<file path="src/design/vfve_pkg.sv">
// Shared types, tables and arithmetic helpers for the voxel face vertex emitter.
package vfve_pkg;

    localparam int ATLAS_TILES_PER_ROW = 16;
    localparam int POSITION_WIDTH      = 32;
    localparam int TILE_CELL           = 65536 / ATLAS_TILES_PER_ROW;
    localparam int UV_INSET            = 32;

    // Q1.16 brightness constants
    localparam logic [15:0] AO_SPAN   = 16'd45875;   // 0.7
    localparam logic [19:0] AO_OFFSET = 20'd26214;   // 0.7 - 0.3
    localparam logic [16:0] BRIGHT_MAX = 17'd65536;

    typedef enum logic [2:0] {
        FACE_NEG_X = 3'd0,
        FACE_POS_X = 3'd1,
        FACE_POS_Y = 3'd2,
        FACE_NEG_Y = 3'd3,
        FACE_NEG_Z = 3'd4,
        FACE_POS_Z = 3'd5
    } face_t;

    localparam logic [2:0] VERT_LAST = 3'd5;

    // Triangle corner order, indexed [face odd][vertex]
    localparam logic [1:0] ORDER_A [2][6] = '{
        '{2'd0, 2'd3, 2'd2, 2'd0, 2'd1, 2'd3},
        '{2'd0, 2'd3, 2'd1, 2'd0, 2'd2, 2'd3}
    };
    localparam logic [1:0] ORDER_B [2][6] = '{
        '{2'd0, 2'd1, 2'd2, 2'd1, 2'd3, 2'd2},
        '{2'd0, 2'd2, 2'd1, 2'd2, 2'd3, 2'd1}
    };

    // Corner sign per axis, bit set means minus: {x, y, z}
    localparam logic [2:0] CORNER_NEG [6][4] = '{
        '{3'b111, 3'b110, 3'b101, 3'b100},
        '{3'b011, 3'b010, 3'b001, 3'b000},
        '{3'b101, 3'b100, 3'b001, 3'b000},
        '{3'b111, 3'b110, 3'b011, 3'b010},
        '{3'b111, 3'b101, 3'b011, 3'b001},
        '{3'b110, 3'b100, 3'b010, 3'b000}
    };

    // Far-edge flags of the atlas cell: {u, v}
    localparam logic [1:0] CORNER_UV [6][4] = '{
        '{2'b00, 2'b10, 2'b01, 2'b11},
        '{2'b10, 2'b00, 2'b11, 2'b01},
        '{2'b01, 2'b00, 2'b11, 2'b10},
        '{2'b00, 2'b01, 2'b10, 2'b11},
        '{2'b00, 2'b01, 2'b10, 2'b11},
        '{2'b10, 2'b11, 2'b00, 2'b01}
    };

    localparam logic [16:0] FACE_BRIGHT [6] = '{
        17'd39322, 17'd39322, 17'd65536, 17'd32768, 17'd52429, 17'd52429
    };

    typedef struct packed {
        logic [2:0]         face;
        logic [7:0]         tile;
        logic [35:0]        ao;
        logic [35:0]        lt;
        logic signed [31:0] cx;
        logic signed [31:0] cy;
        logic signed [31:0] cz;
        logic [8:0]         half;
        logic               flip;
    } held_t;

    typedef struct packed {
        logic [2:0]         face;
        logic               last;
        logic [2:0]         neg;
        logic [1:0]         uvf;
        logic [8:0]         ao;
        logic [8:0]         lt;
        logic signed [31:0] cx;
        logic signed [31:0] cy;
        logic signed [31:0] cz;
        logic [8:0]         half;
        logic [7:0]         tile;
    } s1_t;

    typedef struct packed {
        logic [2:0]         face;
        logic               last;
        logic [31:0]        x;
        logic [31:0]        y;
        logic [31:0]        z;
        logic [15:0]        u;
        logic [15:0]        v;
        logic [8:0]         lt;
        logic signed [19:0] aof;
    } s2_t;

    typedef struct packed {
        logic        last;
        logic [31:0] x;
        logic [31:0] y;
        logic [31:0] z;
        logic [15:0] u;
        logic [15:0] v;
        logic [8:0]  lt;
        logic [17:0] br;
    } s3_t;

    typedef struct packed {
        logic        last;
        logic [31:0] x;
        logic [31:0] y;
        logic [31:0] z;
        logic [7:0]  grey;
        logic [15:0] u;
        logic [15:0] v;
    } vert_t;

    // centre +/- half, saturated to the position range, reported in 32 bits
    function automatic logic [31:0] corner_coord(logic signed [31:0] c, logic [8:0] h,
                                                 logic neg);
        logic signed [63:0] sum;
        logic signed [63:0] hi;
        logic signed [63:0] lo;
        hi  = (64'sd1 <<< (POSITION_WIDTH - 1)) - 64'sd1;
        lo  = -hi - 64'sd1;
        sum = neg ? 64'(c) - $signed({55'd0, h}) : 64'(c) + $signed({55'd0, h});
        if (sum > hi)
            sum = hi;
        if (sum < lo)
            sum = lo;
        return sum[31:0];
    endfunction

    function automatic logic [15:0] tex_coord(logic [7:0] index, logic flag);
        logic [23:0] c;
        c = 24'(index) * 24'(TILE_CELL)
            + (flag ? 24'(TILE_CELL - UV_INSET) : 24'(UV_INSET));
        return (c > 24'h00FFFF) ? 16'hFFFF : c[15:0];
    endfunction

endpackage

</file>
<file path="src/design/vfve_face_if.sv">
// Face item channel: valid/ready handshake and face payload.
interface vfve_face_if;
    logic               valid;
    logic               ready;
    logic [2:0]         face;
    logic               face_visible;
    logic [7:0]         tile;
    logic [35:0]        ao_corners;
    logic [35:0]        light_corners;
    logic signed [31:0] centre_x;
    logic signed [31:0] centre_y;
    logic signed [31:0] centre_z;
    logic [8:0]         half_size;

    modport source (
        output valid, face, face_visible, tile, ao_corners, light_corners,
               centre_x, centre_y, centre_z, half_size,
        input  ready
    );
    modport sink (
        input  valid, face, face_visible, tile, ao_corners, light_corners,
               centre_x, centre_y, centre_z, half_size,
        output ready
    );
endinterface

</file>
<file path="src/design/vfve_vert_if.sv">
// Vertex channel: valid/ready handshake and vertex payload.
interface vfve_vert_if;
    logic               valid;
    logic               ready;
    logic signed [31:0] vert_x;
    logic signed [31:0] vert_y;
    logic signed [31:0] vert_z;
    logic [7:0]         grey_level;
    logic [15:0]        tex_u;
    logic [15:0]        tex_v;
    logic               last_vertex;

    modport source (
        output valid, vert_x, vert_y, vert_z, grey_level, tex_u, tex_v, last_vertex,
        input  ready
    );
    modport sink (
        input  valid, vert_x, vert_y, vert_z, grey_level, tex_u, tex_v, last_vertex,
        output ready
    );
endinterface

</file>
<file path="src/design/voxel_face_vertex_emitter.sv">
// Voxel face vertex emitter: face sequencer and four-stage vertex pipeline.
//
// One face item in, six vertices out (two triangles), one vertex per cycle while the
// output is ready; a hidden face, or a face index of six or seven, is taken and gives
// nothing. The next face is taken in the cycle that issues the sixth vertex of the
// current one, so faces stream without gaps. A face is held in a register, and each
// vertex then passes corner select, position, texture and occlusion product,
// face-brightness product, then clamp and grey byte into the output register. Every
// stage holds its own valid bit and moves when the stage after it is free, so output
// back-pressure stalls the pipe without loss.
module voxel_face_vertex_emitter
    import vfve_pkg::*;
(
    input  logic           clk,
    input  logic           rst_n,
    vfve_face_if.sink      face_item,
    vfve_vert_if.source    vertex
);

    held_t      held_reg;
    logic       busy_reg;
    logic [2:0] step_reg;

    s1_t   s1_reg, s1_next;
    s2_t   s2_reg, s2_next;
    s3_t   s3_reg, s3_next;
    vert_t s4_reg, s4_next;
    logic  s1_valid_reg, s2_valid_reg, s3_valid_reg, s4_valid_reg;

    logic s1_en, s2_en, s3_en, s4_en;
    logic take, take_live;
    logic [9:0] diag_a, diag_b;

    // stage enables, back to front
    assign s4_en = !s4_valid_reg || vertex.ready;
    assign s3_en = !s3_valid_reg || s4_en;
    assign s2_en = !s2_valid_reg || s3_en;
    assign s1_en = !s1_valid_reg || s2_en;

    assign face_item.ready = !busy_reg || (step_reg == VERT_LAST && s1_en);
    assign take            = face_item.valid && face_item.ready;
    assign take_live       = take && face_item.face_visible
                             && (face_item.face <= FACE_POS_Z);

    assign diag_a = 10'(face_item.ao_corners[8:0]) + 10'(face_item.ao_corners[35:27]);
    assign diag_b = 10'(face_item.ao_corners[17:9]) + 10'(face_item.ao_corners[26:18]);

    // sequencer
    always_ff @(posedge clk or negedge rst_n)
    begin
        if (!rst_n)
        begin
            busy_reg <= 1'b0;
            step_reg <= '0;
        end
        else if (take_live)
        begin
            busy_reg <= 1'b1;
            step_reg <= '0;
        end
        else if (busy_reg && s1_en)
        begin
            if (step_reg == VERT_LAST)
            begin
                busy_reg <= 1'b0;
                step_reg <= '0;
            end
            else
            begin
                step_reg <= step_reg + 3'd1;
            end
        end
    end

    always_ff @(posedge clk)
    begin
        if (take)
        begin
            held_reg.face <= face_item.face;
            held_reg.tile <= face_item.tile;
            held_reg.ao   <= face_item.ao_corners;
            held_reg.lt   <= face_item.light_corners;
            held_reg.cx   <= face_item.centre_x;
            held_reg.cy   <= face_item.centre_y;
            held_reg.cz   <= face_item.centre_z;
            held_reg.half <= face_item.half_size;
            held_reg.flip <= (diag_a > diag_b);
        end
    end

    // stage 1: corner of this vertex
    always_comb
    begin
        logic [1:0] j;
        j = held_reg.flip ? ORDER_B[held_reg.face[0]][step_reg]
                          : ORDER_A[held_reg.face[0]][step_reg];
        s1_next.face = held_reg.face;
        s1_next.last = (step_reg == VERT_LAST);
        s1_next.neg  = CORNER_NEG[held_reg.face][j];
        s1_next.uvf  = CORNER_UV[held_reg.face][j];
        s1_next.ao   = held_reg.ao[9 * j +: 9];
        s1_next.lt   = held_reg.lt[9 * j +: 9];
        s1_next.cx   = held_reg.cx;
        s1_next.cy   = held_reg.cy;
        s1_next.cz   = held_reg.cz;
        s1_next.half = held_reg.half;
        s1_next.tile = held_reg.tile;
    end

    // stage 2: positions, texture coordinates, occlusion factor
    always_comb
    begin
        logic [17:0] rem;
        logic [33:0] prod;
        logic [7:0]  col;
        logic [7:0]  row;
        rem  = 18'd131072 - {1'b0, s1_reg.ao, 8'd0};
        prod = 34'(AO_SPAN) * 34'(rem);
        col  = 8'(s1_reg.tile % ATLAS_TILES_PER_ROW);
        row  = 8'(s1_reg.tile / ATLAS_TILES_PER_ROW);
        s2_next.face = s1_reg.face;
        s2_next.last = s1_reg.last;
        s2_next.x    = corner_coord(s1_reg.cx, s1_reg.half, s1_reg.neg[2]);
        s2_next.y    = corner_coord(s1_reg.cy, s1_reg.half, s1_reg.neg[1]);
        s2_next.z    = corner_coord(s1_reg.cz, s1_reg.half, s1_reg.neg[0]);
        s2_next.u    = tex_coord(col, s1_reg.uvf[1]);
        s2_next.v    = tex_coord(row, s1_reg.uvf[0]);
        s2_next.lt   = s1_reg.lt;
        s2_next.aof  = $signed({2'b00, prod[33:16]}) - $signed(AO_OFFSET);
    end

    // stage 3: face brightness times occlusion factor
    always_comb
    begin
        logic [33:0] prod;
        prod = 34'(FACE_BRIGHT[s2_reg.face]) * 34'(s2_reg.aof[16:0]);
        s3_next.last = s2_reg.last;
        s3_next.x    = s2_reg.x;
        s3_next.y    = s2_reg.y;
        s3_next.z    = s2_reg.z;
        s3_next.u    = s2_reg.u;
        s3_next.v    = s2_reg.v;
        s3_next.lt   = s2_reg.lt;
        // non-positive factor leaves the light value alone
        s3_next.br   = (s2_reg.aof > 20'sd0) ? prod[33:16] : 18'd0;
    end

    // stage 4: max with light, clamp, scale to a byte
    always_comb
    begin
        logic [17:0] b;
        logic [24:0] g;
        b = {1'b0, s3_reg.lt, 8'd0};
        if (s3_reg.br > b)
            b = s3_reg.br;
        if (b > 18'(BRIGHT_MAX))
            b = 18'(BRIGHT_MAX);
        g = {b[16:0], 8'd0} - 25'(b[16:0]);
        s4_next.last = s3_reg.last;
        s4_next.x    = s3_reg.x;
        s4_next.y    = s3_reg.y;
        s4_next.z    = s3_reg.z;
        s4_next.grey = g[23:16];
        s4_next.u    = s3_reg.u;
        s4_next.v    = s3_reg.v;
    end

    always_ff @(posedge clk or negedge rst_n)
    begin
        if (!rst_n)
        begin
            s1_valid_reg <= 1'b0;
            s2_valid_reg <= 1'b0;
            s3_valid_reg <= 1'b0;
            s4_valid_reg <= 1'b0;
        end
        else
        begin
            if (s1_en)
                s1_valid_reg <= busy_reg;
            if (s2_en)
                s2_valid_reg <= s1_valid_reg;
            if (s3_en)
                s3_valid_reg <= s2_valid_reg;
            if (s4_en)
                s4_valid_reg <= s3_valid_reg;
        end
    end

    always_ff @(posedge clk)
    begin
        if (s1_en)
            s1_reg <= s1_next;
        if (s2_en)
            s2_reg <= s2_next;
        if (s3_en)
            s3_reg <= s3_next;
        if (s4_en)
            s4_reg <= s4_next;
    end

    assign vertex.valid       = s4_valid_reg;
    assign vertex.vert_x      = s4_reg.x;
    assign vertex.vert_y      = s4_reg.y;
    assign vertex.vert_z      = s4_reg.z;
    assign vertex.grey_level  = s4_reg.grey;
    assign vertex.tex_u       = s4_reg.u;
    assign vertex.tex_v       = s4_reg.v;
    assign vertex.last_vertex = s4_reg.last;

    // a new face only lands while idle or on the last vertex of the current one
    assert property (@(posedge clk) disable iff (!rst_n)
        take |-> (!busy_reg || step_reg == VERT_LAST))
        else $error("face taken mid-face");

    assert property (@(posedge clk) disable iff (!rst_n)
        busy_reg |-> (step_reg <= VERT_LAST))
        else $error("vertex counter out of range");

    assert property (@(posedge clk) disable iff (!rst_n)
        (busy_reg && !s1_en) |=> $stable(step_reg) && busy_reg)
        else $error("sequencer moved while stalled");

    assert property (@(posedge clk) disable iff (!rst_n)
        take_live |=> busy_reg && step_reg == 3'd0)
        else $error("visible face did not start at vertex zero");

    assert property (@(posedge clk) disable iff (!rst_n)
        (s1_valid_reg && !s2_en) |=> s1_valid_reg && $stable(s1_reg))
        else $error("stage 1 lost data under stall");

endmodule

</file>
<file path="src/flat_wrapper.sv">
// flat-port wrapper written by rule: the top's interface ports become plain ports
module voxel_face_vertex_emitter_flat import vfve_pkg::*;
  (clk, rst_n, face_item_valid, face_item_face, face_item_face_visible, face_item_tile, face_item_ao_corners, face_item_light_corners, face_item_centre_x, face_item_centre_y, face_item_centre_z, face_item_half_size, face_item_ready, vertex_valid, vertex_vert_x, vertex_vert_y, vertex_vert_z, vertex_grey_level, vertex_tex_u, vertex_tex_v, vertex_last_vertex, vertex_ready);
  vfve_face_if face_item_i ();
  vfve_vert_if vertex_i ();
  input  logic clk;
  input  logic rst_n;
  input wire logic [$bits(face_item_i.valid)-1:0] face_item_valid;
  input wire logic [$bits(face_item_i.face)-1:0] face_item_face;
  input wire logic [$bits(face_item_i.face_visible)-1:0] face_item_face_visible;
  input wire logic [$bits(face_item_i.tile)-1:0] face_item_tile;
  input wire logic [$bits(face_item_i.ao_corners)-1:0] face_item_ao_corners;
  input wire logic [$bits(face_item_i.light_corners)-1:0] face_item_light_corners;
  input wire logic [$bits(face_item_i.centre_x)-1:0] face_item_centre_x;
  input wire logic [$bits(face_item_i.centre_y)-1:0] face_item_centre_y;
  input wire logic [$bits(face_item_i.centre_z)-1:0] face_item_centre_z;
  input wire logic [$bits(face_item_i.half_size)-1:0] face_item_half_size;
  output wire logic [$bits(face_item_i.ready)-1:0] face_item_ready;
  output wire logic [$bits(vertex_i.valid)-1:0] vertex_valid;
  output wire logic [$bits(vertex_i.vert_x)-1:0] vertex_vert_x;
  output wire logic [$bits(vertex_i.vert_y)-1:0] vertex_vert_y;
  output wire logic [$bits(vertex_i.vert_z)-1:0] vertex_vert_z;
  output wire logic [$bits(vertex_i.grey_level)-1:0] vertex_grey_level;
  output wire logic [$bits(vertex_i.tex_u)-1:0] vertex_tex_u;
  output wire logic [$bits(vertex_i.tex_v)-1:0] vertex_tex_v;
  output wire logic [$bits(vertex_i.last_vertex)-1:0] vertex_last_vertex;
  input wire logic [$bits(vertex_i.ready)-1:0] vertex_ready;
  assign face_item_i.valid = face_item_valid;
  assign face_item_i.face = face_item_face;
  assign face_item_i.face_visible = face_item_face_visible;
  assign face_item_i.tile = face_item_tile;
  assign face_item_i.ao_corners = face_item_ao_corners;
  assign face_item_i.light_corners = face_item_light_corners;
  assign face_item_i.centre_x = face_item_centre_x;
  assign face_item_i.centre_y = face_item_centre_y;
  assign face_item_i.centre_z = face_item_centre_z;
  assign face_item_i.half_size = face_item_half_size;
  assign face_item_ready = face_item_i.ready;
  assign vertex_valid = vertex_i.valid;
  assign vertex_vert_x = vertex_i.vert_x;
  assign vertex_vert_y = vertex_i.vert_y;
  assign vertex_vert_z = vertex_i.vert_z;
  assign vertex_grey_level = vertex_i.grey_level;
  assign vertex_tex_u = vertex_i.tex_u;
  assign vertex_tex_v = vertex_i.tex_v;
  assign vertex_last_vertex = vertex_i.last_vertex;
  assign vertex_i.ready = vertex_ready;
  voxel_face_vertex_emitter u_core (.clk(clk), .rst_n(rst_n), .face_item(face_item_i), .vertex(vertex_i));
endmodule
</file>
<file path="config.mk">
export PLATFORM = sky130hd
export DESIGN_NAME = voxel_face_vertex_emitter_flat
export DESIGN_NICKNAME = d
export VERILOG_FILES = /design/src/design/vfve_pkg.sv /design/src/design/vfve_face_if.sv /design/src/design/vfve_vert_if.sv /design/src/design/voxel_face_vertex_emitter.sv /design/src/flat_wrapper.sv
export SDC_FILE = /design/constraint.sdc
export NUM_CORES = 1
export LEC_CHECK = 0
export ABC_AREA = 1
export BUFFER_PORTS_ARGS = -buffer_cell sky130_fd_sc_hd__buf_2
export CORE_ASPECT_RATIO = 0.75
export CORE_MARGIN = 2
export CORE_UTILIZATION = 55
export CTS_CLUSTER_DIAMETER = 120
export CTS_CLUSTER_SIZE = 10
export DETAILED_ROUTE_END_ITERATION = 6
export GPL_TIMING_DRIVEN = 0
export PLACE_DENSITY = 0.74
export SYNTH_ARGS = -nofsm -noshare
export SYNTH_HDL_FRONTEND = slang
export SYNTH_SLANG_ARGS = --single-unit
</file>
<file path="constraint.sdc">
create_clock -name clk -period 60.4 [get_ports clk]
set_input_delay 12.08 -clock clk [delete_from_list [all_inputs] [get_ports clk]]
set_output_delay 12.08 -clock clk [all_outputs]
set_load 0.02 [all_outputs]
</file>
==> summary.md <==
| Metric | Value |
|---|---|
| Status | `finished clean` |
| Setup crit end kind | `output pin` |
| Worst path slowest cell | `inv_6` |
| Final ANT Viol Nets | `0` |
| Worst-margin pin slew | `0.989 ns` |
| Reg2reg start | `u_core.s2_reg[160]` |
| Finished Core Util | `0.623` |
| Met2 Track Usage GR | `0.366` |
| Die W | `325 µm` |
| Post-CTS setup buffer count | `0` |
| Hold path cells | `0` |
| Distinct cells, synth | `70` |
| Sequential share of the synthesized area | `0.512` |
| Routed vias | `27700` |
| R2r endpoint | `u_core.s3_reg[16]` |
| Most common cell after layout, fill and taps aside | `edfxtp_1` |
| Clk sinks | `724` |
| Max-slew headroom | `0.339` |
| Worst Hold Class | `reg -> reg` |
| Mapped cell area | `0.0424 mm²` |
| Overall routing resource usage | `0.252` |
| YS warnings | `0` |
| P&R area growth vs syn | `12.7%` |
| Die height | `244 µm` |
| Via density | `5.31` |
| TritonCTS clock tree | `done` |
| Gr busiest metal | `met1` |
| Rows | `88` |
| Met1 GRT Util | `0.385` |
| DRC Markers | `0` |
| Final hold viol count | `0` |
| Highest Clock Rate | `35.7 MHz` |
| Initial Utilization | `0.553` |
| Root Buffer | `clkbuf_16` |
| Register clock-pin slew on the reported worst setup and hold paths | `0.06 ns` |
| Setup Crit Path Kind | `in -> out` |
| Share of layout cells above drive strength 1 | `0.136` |
| Pin count of the biggest net entering global routing | `87` |
| Post-CTS Resized | `0` |
| #FFs+latches synth | `724` |
| Slew Viols, Final | `0` |
| Initial antenna violation count | `12` |
| Port bufs | `319` |
| First-pass GRT wire length | `153000 µm` |
| EDFF count, synth | `716` |
| Placed Cells | `5118` |
| Worst Hold Path EP | `u_core.s1_reg[86]` |
| # H-tree levels | `3` |
| Commonest non-fill, non-tap cells in the layout | `edfxtp_1, inv_1, nand2_1` |
| Die area | `0.0793 mm²` |
| Maxcap violations | `0` |
| DR WL/cell | `19.1 µm` |
| Post-DP HPWL | `78400 µm` |
| Worst clock skew | `0.0405 ns` |
| RSZ-0062 raised after global routing | `no` |
| Clock Latency Late Sink | `0.64 ns` |
| FFs w/ async S/R, synth | `0.0110` |
| Post-Place Cell Area | `0.0456 mm²` |
| Setup_tns | `0 ns` |
| Overflow after GRT | `0` |
| Post-Route WL | `99600 µm` |
| Final setup fails | `0` |
| Max FO, Critical Path | `86` |
| GR met3 Demand/Resource | `0.0548` |
| CTS Buf Count | `82` |
| Worst reg-to-reg path cell count | `24` |
| CTS Buffer Depth | `3` |
| CP peak stage delay | `0.63 ns` |
| DRT iter0 DRCs | `2434` |
| Syn Inst Count | `3744` |
| Cts hold-fix bufs | `0` |
| Max reg flops | `189` |
| Min Tclk post-route | `28.04 ns` |
| HP Start | `u_core.held_reg[79]` |
| Mean Syn Cell Area | `11.3 µm²` |
| TritonRoute pass-1 iters | `6` |
| Routability cong. | `0.930` |
| CP startpoint kind | `primary input` |
| CP Buf/Inv Count | `8` |
| Reg-to-reg slack, setup | `52.30 ns` |
| Critical-path cell list | `buf_2, nor2_1, inv_6, nor2_1, inv_6, nor2_1, inv_6, nor2_1, inv_6, buf_16, a21oi_1, inv_1, buf_2` |
| Fillcell total | `6131` |
| Core box area | `0.0766 mm²` |
| Top delay family on crit path | `buffers and inverters` |
| Vias in the first global route | `27100` |
| Synth Flop Type | `edfxtp_1` |
| Tcrit/Tclk final | `0.464` |
| Final Instance Count excl. Fillers | `5218` |
| Final instance area | `0.0478 mm²` |
| Nets | `4935` |
| Critical path required time | `48.32 ns` |
| Ports | `332` |
| Data arrival at the endpoint of the critical path | `15.96 ns` |
synthesized netlist by cell type (4+ instances only):
master      n  area (µm²)
a21oi_1   277        1390
a21o_1     20         150
ha_1      386        4830
clkinv_1    5        18.8
o21ai_1    18        90.1
nand3_2     5        50.1
buf_6      10         113
nand3b_1   10        75.1
dfrtp_1     8         200
nand3_1    70         350
inv_2       6        22.5
buf_2       9        45.0
o21bai_1   17         128
xnor2_1    86         753
nor3_1     28         140
a221oi_1    4        35.0
clkbuf_1   22        82.6
o21ai_2     7        61.3
nand4_1    20         125
edfxtp_1  716       21500
o221ai_1    4        35.0
o211ai_1   10        75.1
fa_1      189        3780
nand2_4     4        45.0
nand2_2    16         100
o21a_1     14         105
o21ai_0   146         731
inv_1     611        2290
nand2_1   533        2000
nor4_1     17         106
a31oi_1    14        87.6
xor2_1     77         674
a32oi_1    17         149
nor2_1    248         931
o31ai_1     7        52.6
buf_4      23         173
a21oi_2    40         350
worst register-to-register path: cells and delay by family, from the launching register on:
family                     cells  cell delay (ns)
and+or+nand+nor                6             1.75
adders and majority gates      7             3.34
AOI/OAI and AO/OA              4             0.91
buffers and inverters          7             1.50
DFF                            1             0.36
how the worst max path moves through the flow:
| stage | slack [ns] | depth (start not counted) | to | startpoint |
|---|---|---|---|---|
| floorplan | 24.74 | 10 | face_item_ready | vertex_ready |
| global placement | 14.18 | 14 | u_core.step_reg[2] | vertex_ready |
| detailed placement | 32.15 | 13 | face_item_ready | vertex_ready |
| CTS | 32.14 | 13 | face_item_ready | vertex_ready |
| global route | 31.97 | 13 | face_item_ready | vertex_ready |
| finish | 32.36 | 13 | face_item_ready | vertex_ready |
through the flow:
stage               hold slack (ns)  worst slack, ns
finish                        0.392            32.36
floorplan                     0.400            24.74
global route                  0.406            31.97
global placement              0.400            14.18
detailed placement            0.405            32.15
CTS                           0.394            32.14
logic make-up (layout without fill, tap and decap cells):
kind of cell    count (synthesis)  count (layout)  share of synthesized area
flops                         724             724                      0.512
simple gates                  968             968                     0.0966
mux                             1               1                   0.000236
fa+ha+maj                     575             575                      0.203
compound gates                622             622                     0.0881
xor+xnor                      165             165                     0.0347
buf+inv                       687            1111                     0.0649
other cells                     2              17                   0.000177
final cells by class:
cell class	instances	area, µm²	area share
Clock buffer	90	2100	0.0440
Multi-Input combinational cell	2344	18000	0.376
Inverter	622	2350	0.0493
Sequential cell	724	21700	0.454
Antenna cell	4	10.0	0.000209
Tap cell	1035	1290	0.0271
Buffer	65	417	0.00872
Timing Repair Buffer	328	1810	0.0378
Clock inverter	6	113	0.00236
per-layer routing:
metal	up-vias	routed length [µm]
li1	13500	-
met1	13200	47300
met2	873	42600
met3	108	7820
met4	4	1810
met5	-	65
Power is not shown: default switching activity piles up to over one toggle a cycle in this logic, so the estimate is an artifact.
